### src/rtl/tst_pkg.sv
// Shared types and constants for the software timer table.
// Used by tst_engine and software_timer_table_core; no other dependencies.
`timescale 1ns / 1ps

package tst_pkg;

  localparam int TASK_W = 3;
  localparam int TICK_W = 32;
  localparam int OP_W   = 3;

  // Operation codes carried with each request
  typedef enum logic [OP_W-1:0] {
    OP_LOAD       = 3'd0,
    OP_ACTIVATE   = 3'd1,
    OP_DEACTIVATE = 3'd2,
    OP_TICK       = 3'd3,
    OP_DISPATCH   = 3'd4
  } op_e;

  // One decoded request
  typedef struct packed {
    logic [OP_W-1:0]   op;
    logic [TASK_W-1:0] idx;
    logic [TICK_W-1:0] ticks;
    logic              periodic;
  } req_t;

  // One result pushed toward the output register
  typedef struct packed {
    logic              push;
    logic              fired;
    logic [TASK_W-1:0] fired_task;
    logic              last;
  } res_t;

endpackage

### src/rtl/tst_ram.sv
// Simple dual-port synchronous RAM: one write port, one read port.
// Read data is registered. No dependencies.
`timescale 1ns / 1ps

module tst_ram #(
  parameter int  DEPTH = 8,
  parameter int  WIDTH = 32,
  localparam int AW    = (DEPTH > 1) ? $clog2(DEPTH) : 1
) (
  input  logic             clk_i,
  input  logic             we_i,
  input  logic [AW-1:0]    waddr_i,
  input  logic [WIDTH-1:0] wdata_i,
  input  logic [AW-1:0]    raddr_i,
  output logic [WIDTH-1:0] rdata_o
);

  logic [WIDTH-1:0] mem_q [DEPTH];

  // Write port
  always_ff @(posedge clk_i) begin
    if (we_i) begin
      mem_q[waddr_i] <= wdata_i;
    end
  end

  // Registered read port
  always_ff @(posedge clk_i) begin
    rdata_o <= mem_q[raddr_i];
  end

endmodule

### src/rtl/tst_engine.sv
// Timer table engine: per-entry flags, scan sequencer, count and reload RAMs.
// Depends on tst_pkg and tst_ram.
`timescale 1ns / 1ps

module tst_engine #(
  parameter int NUM_TASKS = 8
) (
  input  logic          clk_i,
  input  logic          rst_ni,
  input  logic          accept_i,
  input  tst_pkg::req_t req_i,
  output logic          ready_o,
  input  logic          out_free_i,
  output tst_pkg::res_t res_o
);
  import tst_pkg::*;

  localparam int IDX_W = (NUM_TASKS > 1) ? $clog2(NUM_TASKS) : 1;

  typedef enum logic [1:0] {
    S_IDLE,
    S_TICK,
    S_DISP,
    S_FLUSH
  } state_e;

  state_e             state_q, state_d;
  logic [IDX_W-1:0]   k_q, k_d;
  logic               emitted_q, emitted_d;
  logic               p_vld_q, p_vld_d;
  logic [IDX_W-1:0]   p_idx_q, p_idx_d;
  logic               wb_vld_q, wb_vld_d;
  logic [IDX_W-1:0]   wb_idx_q, wb_idx_d;

  logic [NUM_TASKS-1:0] act_q, act_d;
  logic [NUM_TASKS-1:0] per_q, per_d;
  logic [NUM_TASKS-1:0] exp_q, exp_d;
  logic [NUM_TASKS-1:0] cvld_q, cvld_d;

  logic [IDX_W-1:0]   req_idx;
  logic               in_range;
  logic               load_hit;
  logic               act_hit;
  logic               deact_hit;

  logic [TICK_W-1:0]  cnt_rdata;
  logic [TICK_W-1:0]  rld_rdata;
  logic               cnt_we;
  logic [IDX_W-1:0]   cnt_waddr;
  logic [TICK_W-1:0]  cnt_wdata;

  logic [NUM_TASKS-1:0] fire_vec;
  logic [NUM_TASKS-1:0] hi_mask;
  logic               fire_k;
  logic               k_last;
  logic               need_push;
  logic               stall;
  logic               disp_take;

  logic [TICK_W-1:0]  t_cnt;
  logic               t_go;
  logic [TICK_W-1:0]  t_dec;

  // Decode the request index and kind
  assign req_idx   = IDX_W'(req_i.idx);
  assign in_range  = 32'(req_i.idx) < 32'(NUM_TASKS);
  assign load_hit  = accept_i && in_range && (req_i.op == OP_LOAD);
  assign act_hit   = accept_i && in_range && (req_i.op == OP_ACTIVATE);
  assign deact_hit = accept_i && in_range && (req_i.op == OP_DEACTIVATE);
  assign ready_o   = (state_q == S_IDLE);

  // Dispatch scan: find fired entries and whether any lies above the cursor
  assign fire_vec = act_q & exp_q;
  always_comb begin
    for (int i = 0; i < NUM_TASKS; i++) begin
      hi_mask[i] = (IDX_W'(i) > k_q);
    end
  end
  assign fire_k    = fire_vec[k_q];
  assign k_last    = (k_q == IDX_W'(NUM_TASKS - 1));
  assign need_push = (state_q == S_DISP) && (fire_k || (k_last && !emitted_q));
  assign stall     = need_push && !out_free_i;
  assign disp_take = (state_q == S_DISP) && fire_k && out_free_i;

  always_comb begin
    res_o.push       = need_push && out_free_i;
    res_o.fired      = fire_k;
    res_o.fired_task = fire_k ? TASK_W'(k_q) : '0;
    res_o.last       = fire_k ? !(|(fire_vec & hi_mask)) : 1'b1;
  end

  // Tick stage two: count down the entry read last cycle
  assign t_cnt = cvld_q[p_idx_q] ? cnt_rdata : '0;
  assign t_go  = p_vld_q && act_q[p_idx_q] && !exp_q[p_idx_q] && (t_cnt != '0);
  assign t_dec = t_cnt - 1'b1;

  // Count RAM write port: load, tick writeback or periodic reload
  always_comb begin
    cnt_we    = load_hit || t_go || wb_vld_q;
    cnt_waddr = req_idx;
    cnt_wdata = req_i.ticks;
    if (t_go) begin
      cnt_waddr = p_idx_q;
      cnt_wdata = t_dec;
    end else if (wb_vld_q) begin
      cnt_waddr = wb_idx_q;
      cnt_wdata = rld_rdata;
    end
  end

  tst_ram #(
    .DEPTH (NUM_TASKS),
    .WIDTH (TICK_W)
  ) u_cnt_ram (
    .clk_i   (clk_i),
    .we_i    (cnt_we),
    .waddr_i (cnt_waddr),
    .wdata_i (cnt_wdata),
    .raddr_i (k_q),
    .rdata_o (cnt_rdata)
  );

  tst_ram #(
    .DEPTH (NUM_TASKS),
    .WIDTH (TICK_W)
  ) u_rld_ram (
    .clk_i   (clk_i),
    .we_i    (load_hit),
    .waddr_i (req_idx),
    .wdata_i (req_i.ticks),
    .raddr_i (k_q),
    .rdata_o (rld_rdata)
  );

  // Sequencer next state
  always_comb begin
    state_d   = state_q;
    k_d       = k_q;
    emitted_d = emitted_q;
    p_vld_d   = 1'b0;
    p_idx_d   = p_idx_q;
    wb_vld_d  = 1'b0;
    wb_idx_d  = wb_idx_q;
    unique case (state_q)
      S_IDLE: begin
        if (accept_i && (req_i.op == OP_TICK)) begin
          state_d = S_TICK;
          k_d     = '0;
        end else if (accept_i && (req_i.op == OP_DISPATCH)) begin
          state_d   = S_DISP;
          k_d       = '0;
          emitted_d = 1'b0;
        end
      end
      S_TICK: begin
        p_vld_d = 1'b1;
        p_idx_d = k_q;
        if (k_last) begin
          state_d = S_FLUSH;
        end else begin
          k_d = k_q + 1'b1;
        end
      end
      S_DISP: begin
        if (!stall) begin
          if (fire_k) begin
            emitted_d = 1'b1;
            wb_vld_d  = per_q[k_q];
            wb_idx_d  = k_q;
          end
          if (k_last) begin
            state_d = S_FLUSH;
          end else begin
            k_d = k_q + 1'b1;
          end
        end
      end
      S_FLUSH: begin
        state_d = S_IDLE;
      end
      default: begin
        state_d = S_IDLE;
      end
    endcase
  end

  // Hold sequencer state
  always_ff @(posedge clk_i or negedge rst_ni) begin
    if (!rst_ni) begin
      state_q   <= S_IDLE;
      k_q       <= '0;
      emitted_q <= 1'b0;
      p_vld_q   <= 1'b0;
      p_idx_q   <= '0;
      wb_vld_q  <= 1'b0;
      wb_idx_q  <= '0;
    end else begin
      state_q   <= state_d;
      k_q       <= k_d;
      emitted_q <= emitted_d;
      p_vld_q   <= p_vld_d;
      p_idx_q   <= p_idx_d;
      wb_vld_q  <= wb_vld_d;
      wb_idx_q  <= wb_idx_d;
    end
  end

  // Per-entry flag updates
  always_comb begin
    act_d  = act_q;
    per_d  = per_q;
    exp_d  = exp_q;
    cvld_d = cvld_q;
    if (load_hit) begin
      act_d[req_idx]  = 1'b1;
      per_d[req_idx]  = req_i.periodic;
      exp_d[req_idx]  = 1'b0;
      cvld_d[req_idx] = 1'b1;
    end
    if (act_hit) begin
      act_d[req_idx] = 1'b1;
    end
    if (deact_hit) begin
      act_d[req_idx] = 1'b0;
    end
    if (t_go && (t_dec == '0)) begin
      exp_d[p_idx_q] = 1'b1;
    end
    if (disp_take) begin
      exp_d[k_q] = 1'b0;
      act_d[k_q] = per_q[k_q];
    end
  end

  always_ff @(posedge clk_i or negedge rst_ni) begin
    if (!rst_ni) begin
      act_q  <= '0;
      per_q  <= '0;
      exp_q  <= '0;
      cvld_q <= '0;
    end else begin
      act_q  <= act_d;
      per_q  <= per_d;
      exp_q  <= exp_d;
      cvld_q <= cvld_d;
    end
  end

  // Only a loaded entry can be expired
  a_exp_loaded: assert property (@(posedge clk_i) disable iff (!rst_ni)
    (exp_q & ~cvld_q) == '0)
    else $error("expired entry without a loaded count");

  // A result is pushed only into a free output slot during a dispatch scan
  a_push_ok: assert property (@(posedge clk_i) disable iff (!rst_ni)
    res_o.push |-> (out_free_i && (state_q == S_DISP)))
    else $error("result pushed outside dispatch or into a full slot");

  // Tick writeback and reload writeback never compete for the count RAM
  a_one_wb: assert property (@(posedge clk_i) disable iff (!rst_ni)
    !(p_vld_q && wb_vld_q))
    else $error("two count writebacks in one cycle");

  // A dispatch that fires nothing ends with exactly one empty result
  a_empty_last: assert property (@(posedge clk_i) disable iff (!rst_ni)
    (res_o.push && !res_o.fired) |-> (res_o.last && k_last && !emitted_q))
    else $error("empty result not at end of scan");

endmodule

### src/rtl/software_timer_table_core.sv
// Top level of the software timer table: stream ports and output register.
// Depends on tst_pkg and tst_engine.
//
//   channel   dir  tuser           tdata                                        tlast
//   s_axis    in   op [2:0]        task_req[2:0] load_ticks[34:3] keep[35]     -
//   m_axis    out  fired [0]       fired_task[2:0]                              last
//
// Load, activate, deactivate and unknown ops are handled without leaving idle.
// For tick and dispatch the sequencer walks the table one entry per cycle, except
// while a dispatch holds, through the synchronous count and reload RAMs, then drains.
// A dispatch holds on any entry with a result to push, including the closing
// empty result, while the output register is full and not being taken.
// Reset clears all entry flags; the RAMs need no clearing pass.
`timescale 1ns / 1ps

module software_timer_table_core #(
  parameter int NUM_TASKS = 8
) (
  input  logic        clk_i,
  input  logic        rst_ni,
  input  logic        s_axis_tvalid,
  output logic        s_axis_tready,
  input  logic [39:0] s_axis_tdata,   // task_req[2:0], load_ticks[34:3], keep_active[35]
  input  logic [2:0]  s_axis_tuser,   // op[2:0]
  output logic        m_axis_tvalid,
  input  logic        m_axis_tready,
  output logic [7:0]  m_axis_tdata,   // fired_task[2:0]
  output logic [0:0]  m_axis_tuser,   // fired[0]
  output logic        m_axis_tlast    // last
);
  import tst_pkg::*;

  req_t              req;
  res_t              res;
  logic              accept;
  logic              out_free;

  logic              m_vld_q, m_vld_d;
  logic              m_fired_q, m_fired_d;
  logic [TASK_W-1:0] m_task_q, m_task_d;
  logic              m_last_q, m_last_d;

  // Unpack the request
  always_comb begin
    req.op       = s_axis_tuser;
    req.idx      = s_axis_tdata[2:0];
    req.ticks    = s_axis_tdata[34:3];
    req.periodic = s_axis_tdata[35];
  end

  assign accept = s_axis_tvalid && s_axis_tready;

  tst_engine #(
    .NUM_TASKS (NUM_TASKS)
  ) u_engine (
    .clk_i      (clk_i),
    .rst_ni     (rst_ni),
    .accept_i   (accept),
    .req_i      (req),
    .ready_o    (s_axis_tready),
    .out_free_i (out_free),
    .res_o      (res)
  );

  // Output register: load on push, drop when taken
  assign out_free = !m_vld_q || m_axis_tready;

  always_comb begin
    m_vld_d   = m_vld_q;
    m_fired_d = m_fired_q;
    m_task_d  = m_task_q;
    m_last_d  = m_last_q;
    if (res.push) begin
      m_vld_d   = 1'b1;
      m_fired_d = res.fired;
      m_task_d  = res.fired_task;
      m_last_d  = res.last;
    end else if (m_axis_tready) begin
      m_vld_d = 1'b0;
    end
  end

  always_ff @(posedge clk_i or negedge rst_ni) begin
    if (!rst_ni) begin
      m_vld_q <= 1'b0;
    end else begin
      m_vld_q <= m_vld_d;
    end
  end

  always_ff @(posedge clk_i) begin
    m_fired_q <= m_fired_d;
    m_task_q  <= m_task_d;
    m_last_q  <= m_last_d;
  end

  assign m_axis_tvalid = m_vld_q;
  assign m_axis_tdata  = {5'b0, m_task_q};
  assign m_axis_tuser  = m_fired_q;
  assign m_axis_tlast  = m_last_q;

endmodule
### config.mk
export PLATFORM = sky130hd
export DESIGN_NAME = software_timer_table_core
export DESIGN_NICKNAME = d
export VERILOG_FILES = /design/src/rtl/tst_pkg.sv /design/src/rtl/tst_ram.sv /design/src/rtl/tst_engine.sv /design/src/rtl/software_timer_table_core.sv
export SDC_FILE = /design/constraint.sdc
export NUM_CORES = 1
export LEC_CHECK = 0
export BUFFER_PORTS_ARGS = -buffer_cell sky130_fd_sc_hd__buf_4
export CAP_MARGIN = 5
export CORE_MARGIN = 2
export CORE_UTILIZATION = 35
export CTS_BUF_LIST = sky130_fd_sc_hd__clkbuf_8
export CTS_CLUSTER_SIZE = 14
export DETAILED_ROUTE_END_ITERATION = 8
export GPL_ROUTABILITY_DRIVEN = 0
export GPL_TIMING_DRIVEN = 1
export PLACE_DENSITY_LB_ADDON = 0.3
export RECOVER_POWER = 50
export SLEW_MARGIN = 15
export SYNTH_ARGS = -nofsm -noshare
export SYNTH_HDL_FRONTEND = slang
export SYNTH_SLANG_ARGS = --single-unit
### constraint.sdc
create_clock -name clk_i -period 13.35 [get_ports clk_i]
set_input_delay 0.6675 -clock clk_i [delete_from_list [all_inputs] [get_ports clk_i]]
set_output_delay 0.6675 -clock clk_i [all_outputs]
set_load 0.02 [all_outputs]
# Word level (Yosys, flattened, before mapping)
# Memories as Yosys holds them, arrays and structs flattened. A register that Yosys moved wholly into a read port is not among the register bits.
# Index checks and enable logic that the tools add are counted.
# Widths: inputs -> output; s select.
dict set report totals {
  ff_bits 52
  ramBits 512
  input_bits 47
  out_inout_bits 12
  elab_cells 153
  n_memories 2
}
dict set report op_classes {
  add_sub_neg 2
  order_cmp 14
  n_eq_ne 13
  muxes 55
  n_bitwise 12
  reduce_logical 40
}
# memory depth word_bits rd rd_ports_with_merged_regs write_ports line_no
set mem_list {}
lappend mem_list {u_engine.u_cnt_ram.mem_q 8 32 1 1 1 tst_ram.sv:18} ;# logic [WIDTH-1:0] mem_q [DEPTH];
lappend mem_list {u_engine.u_rld_ram.mem_q 8 32 1 1 1 tst_ram.sv:18}
# cell count
set ops {}
lappend ops {{$mux 32} 3}
lappend ops {{$mux 8} 7}
lappend ops {{$and 8x8->8} 5}
lappend ops {{$logic_not 32->1} 1}
lappend ops {{$or 8x8->8} 4}
lappend ops {{$reduce_bool 32->1} 1}
lappend ops {{$sub 32x1->32 const B} 1}
lappend ops {{$mux 1} 22}
lappend ops {{$logic_and 1x1->1} 19}
lappend ops {{$mux 3} 6}
lappend ops {{$bwmux 8} 2}
lappend ops {{$not 8->8} 2}
lappend ops {{$bmux 1 s3} 5}
lappend ops {{$gt 3x3->1 const A} 4}
lappend ops {{$lt 3x4->1 const B} 3}
lappend ops {{$demux 1 s3} 3}
lappend ops {{$ge 3x1->1 const B} 3}
lappend ops {{$pmux 3 s3} 1}
lappend ops {{$mux 2} 4}
lappend ops {{$pmux 2 s4} 1}
lappend ops {{$reduce_or 8->1} 1}
lappend ops {{$eq 3x2->1 const B} 2}
lappend ops {{$eq 3x3->1 const B} 2}
lappend ops {{$gt 1x3->1 const A} 2}
lappend ops {{other kinds (19)} 32}

# Depth between registers and ports, before layout
dict set report logic_depth {
  ltp_word 12
  ltp_mapped 16
  mapped_depth_nobuf 13
}

# Modules after synthesis
# Synthesis repeated with hierarchy kept, for this count alone.
dict set report unflattened {
  hier_cells 1446
  area_unflattened_um2 25916.1
}
# mod n_inst cells_per_inst area_per_inst_um2 seq_area_each_um2
set modules_own_cells {}
lappend modules_own_cells {tst_ram 2 415 10466.3 8328.0}
lappend modules_own_cells {tst_engine 1 601 4738.3 1151.1}
lappend modules_own_cells {software_timer_table_core 1 15 245.2 175.2}

# Worst setup path before layout
# OpenSTA, ideal clock, no wires.
dict set report synth_timing {
  path_kind {reg2reg}
  start {reg u_engine.state_q[0]}
  end {reg u_engine.per_q[0]}
  arrival_ns 5.316
  t_required_ns 13.269
  slack_ns 7.953
  stages_incl_launch_ff 8
  n_path_buf 1
  period_less_slack_ns 5.397
  path_cell_list {dfrtp_1 -> inv_1 -> ha_1 -> nand3b_1 -> or3_1 -> clkbuf_1 -> nor4_1 -> mux2_2}
}
dict set report synth_between {
  elab_chain_len 3
}
# item line_no
set synth_lines {}
lappend synth_lines {{from (decl)} tst_engine.sv:27} ;# state_e state_q, state_d;
lappend synth_lines {{from (signal assigned)} tst_engine.sv:198} ;# state_q <= state_d;
lappend synth_lines {{$logic_not 2->1} tst_engine.sv:70} ;# assign ready_o = (state_q == S_IDLE);
lappend synth_lines {{via s_axis_tready} software_timer_table_core.sv:22} ;# output logic s_axis_tready,
lappend synth_lines {{$logic_and 1x1->1} software_timer_table_core.sv:51} ;# assign accept = s_axis_tvalid && s_axis_tready;
lappend synth_lines {{$logic_and 1x1->1} tst_engine.sv:67} ;# assign load_hit = accept_i && in_range && (req_i.op == OP_LOAD);
lappend synth_lines {{to (signal assigned)} tst_engine.sv:243} ;# per_q <= per_d;
lappend synth_lines {{to (decl)} tst_engine.sv:36} ;# logic [NUM_TASKS-1:0] per_q, per_d;
# The timed path passes the listed nets, and every way through them passes these cells.
# A chain may end at the register's enable or synchronous reset.

# Final worst setup path
dict set report layout_timing {
  start {reg u_engine.k_q[2]}
  end {reg u_engine.exp_q[2]}
}
dict set report layout_between {
  word_cells_on_any_way 12
  cone_classes {order compare: 2; mux: 5; bitwise: 2; reduce/logical: 3}
}
# item line_no
set layout_rtl {}
lappend layout_rtl {{from (decl)} tst_engine.sv:28} ;# logic [IDX_W-1:0] k_q, k_d;
lappend layout_rtl {{from (signal assigned)} tst_engine.sv:199} ;# k_q <= k_d;
lappend layout_rtl {{$bmux 1 s3} tst_engine.sv:79} ;# assign fire_k = fire_vec[k_q];
lappend layout_rtl {{$mux 1 (implied by the code)} tst_engine.sv:79}
lappend layout_rtl {{via u_engine.fire_k} tst_engine.sv:54} ;# logic fire_k;
lappend layout_rtl {{$logic_and 1x1->1 (2 in a row)} tst_engine.sv:83} ;# assign disp_take = (state_q == S_DISP) && fire_k && out_free_i;
lappend layout_rtl {{$mux 8} tst_engine.sv:229} ;# if (disp_take) begin
lappend layout_rtl {{via u_engine.exp_d[2]} tst_engine.sv:37} ;# logic [NUM_TASKS-1:0] exp_q, exp_d;
lappend layout_rtl {{to (signal assigned)} tst_engine.sv:244} ;# exp_q <= exp_d;
lappend layout_rtl {{to (decl)} tst_engine.sv:37}
# The timed path passes the listed nets, and every way through them passes these cells. The select of a mux whose other input is x is not followed.

==> results_dict.tcl <==
set metrics [dict create \
    worst-r2r-cell-count 10 \
    critPathKind "reg -> reg" \
    ioPinCount 59 \
    slew_viol_final 464 \
    min-delay-start "s_axis_tdata[35]" \
    dr_wl_met2_um 31000 \
    yosys_warnings 0 \
    routed_wl_um 66200 \
    avgSynthCellArea_um2 15.1 \
    multi_input_area_um2 7000 \
    final.setup.tns_ps 0 \
    max_freq_ghz 0.138 \
    holdPathStages 2 \
    yosysTopAreaCell "edfxtp_1" \
    die_area_um2 74700 \
    dpl.cell_count 2629 \
    drive_gt1_share_pct 16.7 \
    worst_slew_pin_slew_ps 3100 \
    grt_pass1_wl_um 98300 \
    fin_total_pwr_w 0.00533 \
    critical_path_arrival_ps 7870 \
    post-cts-setup-buffers 0 \
    synthTopCellsByArea "edfxtp_1 61%, dfxtp_1 5.0%, dfrtp_1 4.6%" \
    violations "max-capacitance violations, max-slew violations" \
    fillers 6671 \
    final_nets 1842 \
    ff_latch_area_um2 18000 \
    gr-usage-all-layers_pct 17.7 \
    cts_resized 0 \
    final_cells 2824 \
    postCtsHoldBufs 1 \
    p_leak_nw 9.45 \
    cts-root-buf "clkbuf_8" \
    synth-seq-cells 628 \
    wl_met3_um 3790 \
    die_w_um 273 \
    initial_core_util_pct 35.5 \
    synth_async_sr_flop_share_pct 7.48 \
    yosysMostFrequentCell "edfxtp_1" \
    drt-vias-per-instance 5.36 \
    cts.clk_slew.worst_paths_ps 70 \
    p_per_area_nw_per_um2 186 \
    syn_inst 1687 \
    rsz0062_at_grt "no" \
    clk_path_buf_depth 3 \
    die_h_um 273 \
    endpoint_kind "register" \
    synth.cell_area_um2 25400 \
    r2r_start "u_engine.k_q[2]$_DFFE_PN0P_" \
    ant_nets 0 \
    synth.distinct_cells 76 \
    timing.final.crit_share_pct 54.5 \
    drc 0 \
    cts.sinks 628 \
    numCtsBuffers 102 \
    crit_required_ps 13950 \
    grt_overflow_total 0 \
    status "complete, but fails checks" \
    regToRegSetupSlack_ps 6080 \
    vias 15100 \
    cts_tree "done" \
    std_cell_rows 98 \
    synth_common_cells "517 x edfxtp_1, 148 x nand2_1, 102 x nor2_1" \
    r2r-end "u_engine.exp_q[2]$_DFF_PN0_" \
    firstDrtPassIters 5 \
    grt_max_degree 48 \
    portBuffers 49 \
    ys.flop_type "edfxtp_1" \
    routed.top_layer "met5" \
    insertion_delay_ps 710 \
    maxCapViolations 15 \
    min_to "u_engine.per_q[7]$_DFFE_PN0P_" \
    crit_path_start_kind "register" \
    yosysTopAreaCellShare_pct 61.1 \
    vdd_drop_max_mv 0.0940 \
    first_global_vias 15300 \
    avgRoutedWirePerCell_um 23.4 \
    synth_edf_count 517 \
    finalCriticalPeriod_ps 7270 \
    antenna_found_initial 2 \
    drtIter0Drc 1455 \
    slew-limit-headroom_pct -107 \
    holdCritPathClass "in -> reg" \
    crit_path_max_fanout 45 \
    core-area_um2 71600 \
    dpl.hpwl_um 38000 \
    hold_viol_final 0 \
    wl_met1_um 29900 \
    setup_violations 0 \
    final.setup_skew_ps 38.5 \
    areaGrowthSynthToFinish_pct 12.6 \
    htreeDepth 3 \
    ys_seq_area_share_pct 70.8 \
]
==> cell usage in the layout, fill, tap and decap left out, types with 9 or more instances in the layout <==
| cell | instances |
|---|---|
| a31oi_1 | 9 |
| clkbuf_8 | 113 |
| o21ai_0 | 66 |
| dfxtp_1 | 64 |
| ha_1 | 11 |
| clkinv_2 | 9 |
| mux4_2 | 40 |
| xor2_1 | 11 |
| a22oi_1 | 31 |
| nor3b_1 | 9 |
| clkinv_1 | 9 |
| nand2_1 | 148 |
| mux2i_1 | 96 |
| nand3_1 | 20 |
| nor3_1 | 39 |
| dfrtp_1 | 45 |
| buf_4 | 34 |
| a21oi_1 | 91 |
| nor2_1 | 91 |
| inv_1 | 67 |
| o221ai_1 | 17 |
| a221o_1 | 9 |
| edfxtp_1 | 517 |
| clkbuf_1 | 55 |
| a221oi_1 | 30 |
| nor2_4 | 11 |
| mux2_2 | 62 |
==> how the worst max path moves through the flow <==
stage,from,to,slack [ps]
final,u_engine.k_q[2]$_DFFE_PN0P_,u_engine.exp_q[2]$_DFF_PN0_,6080
after global routing,u_engine.k_q[2]$_DFFE_PN0P_,u_engine.exp_q[2]$_DFF_PN0_,5630
after CTS,u_engine.p_idx_q[2]$_DFFE_PN0P_,u_engine.exp_q[3]$_DFF_PN0_,7250
after detailed placement,u_engine.p_idx_q[2]$_DFFE_PN0P_,u_engine.exp_q[3]$_DFF_PN0_,7290
after global placement,u_engine.p_idx_q[2]$_DFFE_PN0P_,u_engine.exp_q[4]$_DFF_PN0_,7270
after floorplan,u_engine.state_q[0]$_DFFE_PN0P_,u_engine.per_q[0]$_DFFE_PN0P_,7950
==> cells by family (layout without fill, tap and decap cells) <==
kind of cell,after synthesis,after routing,synth area share (%)
AOI/OAI and AO/OA,308,308,8.11
muxes,198,198,10.1
xor gates and xnor gates,16,16,0.552
and+or+nand+nor,412,412,7.87
DFF,628,628,70.8
buffers and inverters,113,294,2.04
adders and majority gates,11,11,0.542
other,1,7,0.0148
==> through the flow <==
stage               hold slack, ps  instance area (um^2)  util, %  worst slack, ps
floorplan                      372                 25400        -             7950
global placement               444                 26900     37.6             7270
detailed placement             453                 26900     37.6             7290
CTS                            136                 28800     40.3             7250
global route                   255                 28600     39.9             5630
finish                         290                 28600     39.9             6080
==> cell type report <==
type,count,area share [%]
flip-flops and latches,628,62.9
diodes,2,0.0175
clock buffers,113,5.44
inverters,12,0.157
well taps,950,4.16
repair buffers,90,1.65
clock inverters,79,1.21
multi-input cells,950,24.5
==> routing by layer <==
metal / GRT usage [%] / vias up
met2: 28.1 / 458
li1: - / 6754
met5: 0 / -
met1: 24.8 / 7807
met4: 5.67 / 2
met3: 3.02 / 117
==> flip-flops by register name, summed over array words and instances, names as in the netlist, 2 cells and up <==
| name | count |
|---|---|
| u_engine.u_cnt_ram.mem_q | 256 |
| u_engine.u_rld_ram.mem_q | 256 |
| u_engine.u_cnt_ram.rdata_o | 32 |
| u_engine.u_rld_ram.rdata_o | 32 |
| u_engine.act_q | 8 |
| u_engine.cvld_q | 8 |
| u_engine.exp_q | 8 |
| u_engine.per_q | 8 |
| m_task_q | 3 |
| u_engine.k_q | 3 |
| u_engine.p_idx_q | 3 |
| u_engine.wb_idx_q | 3 |
| u_engine.state_q | 2 |
==> power breakdown <==
| part | internal (W) | total [W] | switching (W) | leakage (nW) |
|---|---|---|---|---|
| sequential | 0.00231 | 0.00250 | 0.000195 | 5.80 |
| combinational | 0.000504 | 0.00130 | 0.000792 | 2.47 |
| clock | 0.000778 | 0.00153 | 0.000752 | 1.18 |
| total | 0.00359 | 0.00533 | 0.00174 | 9.45 |
==> critical path, stage by stage (launching register included) <==
cell	delay (ps)
dfrtp_1	2000
clkbuf_1	1790
and3_1	780
clkbuf_1	540
a32o_1	210
a311o_1	200
nand4b_1	270
nand3_1	340
nor3_1	570
nor3b_1	110
a31o_1	300
(Power assumes the default switching activity.)
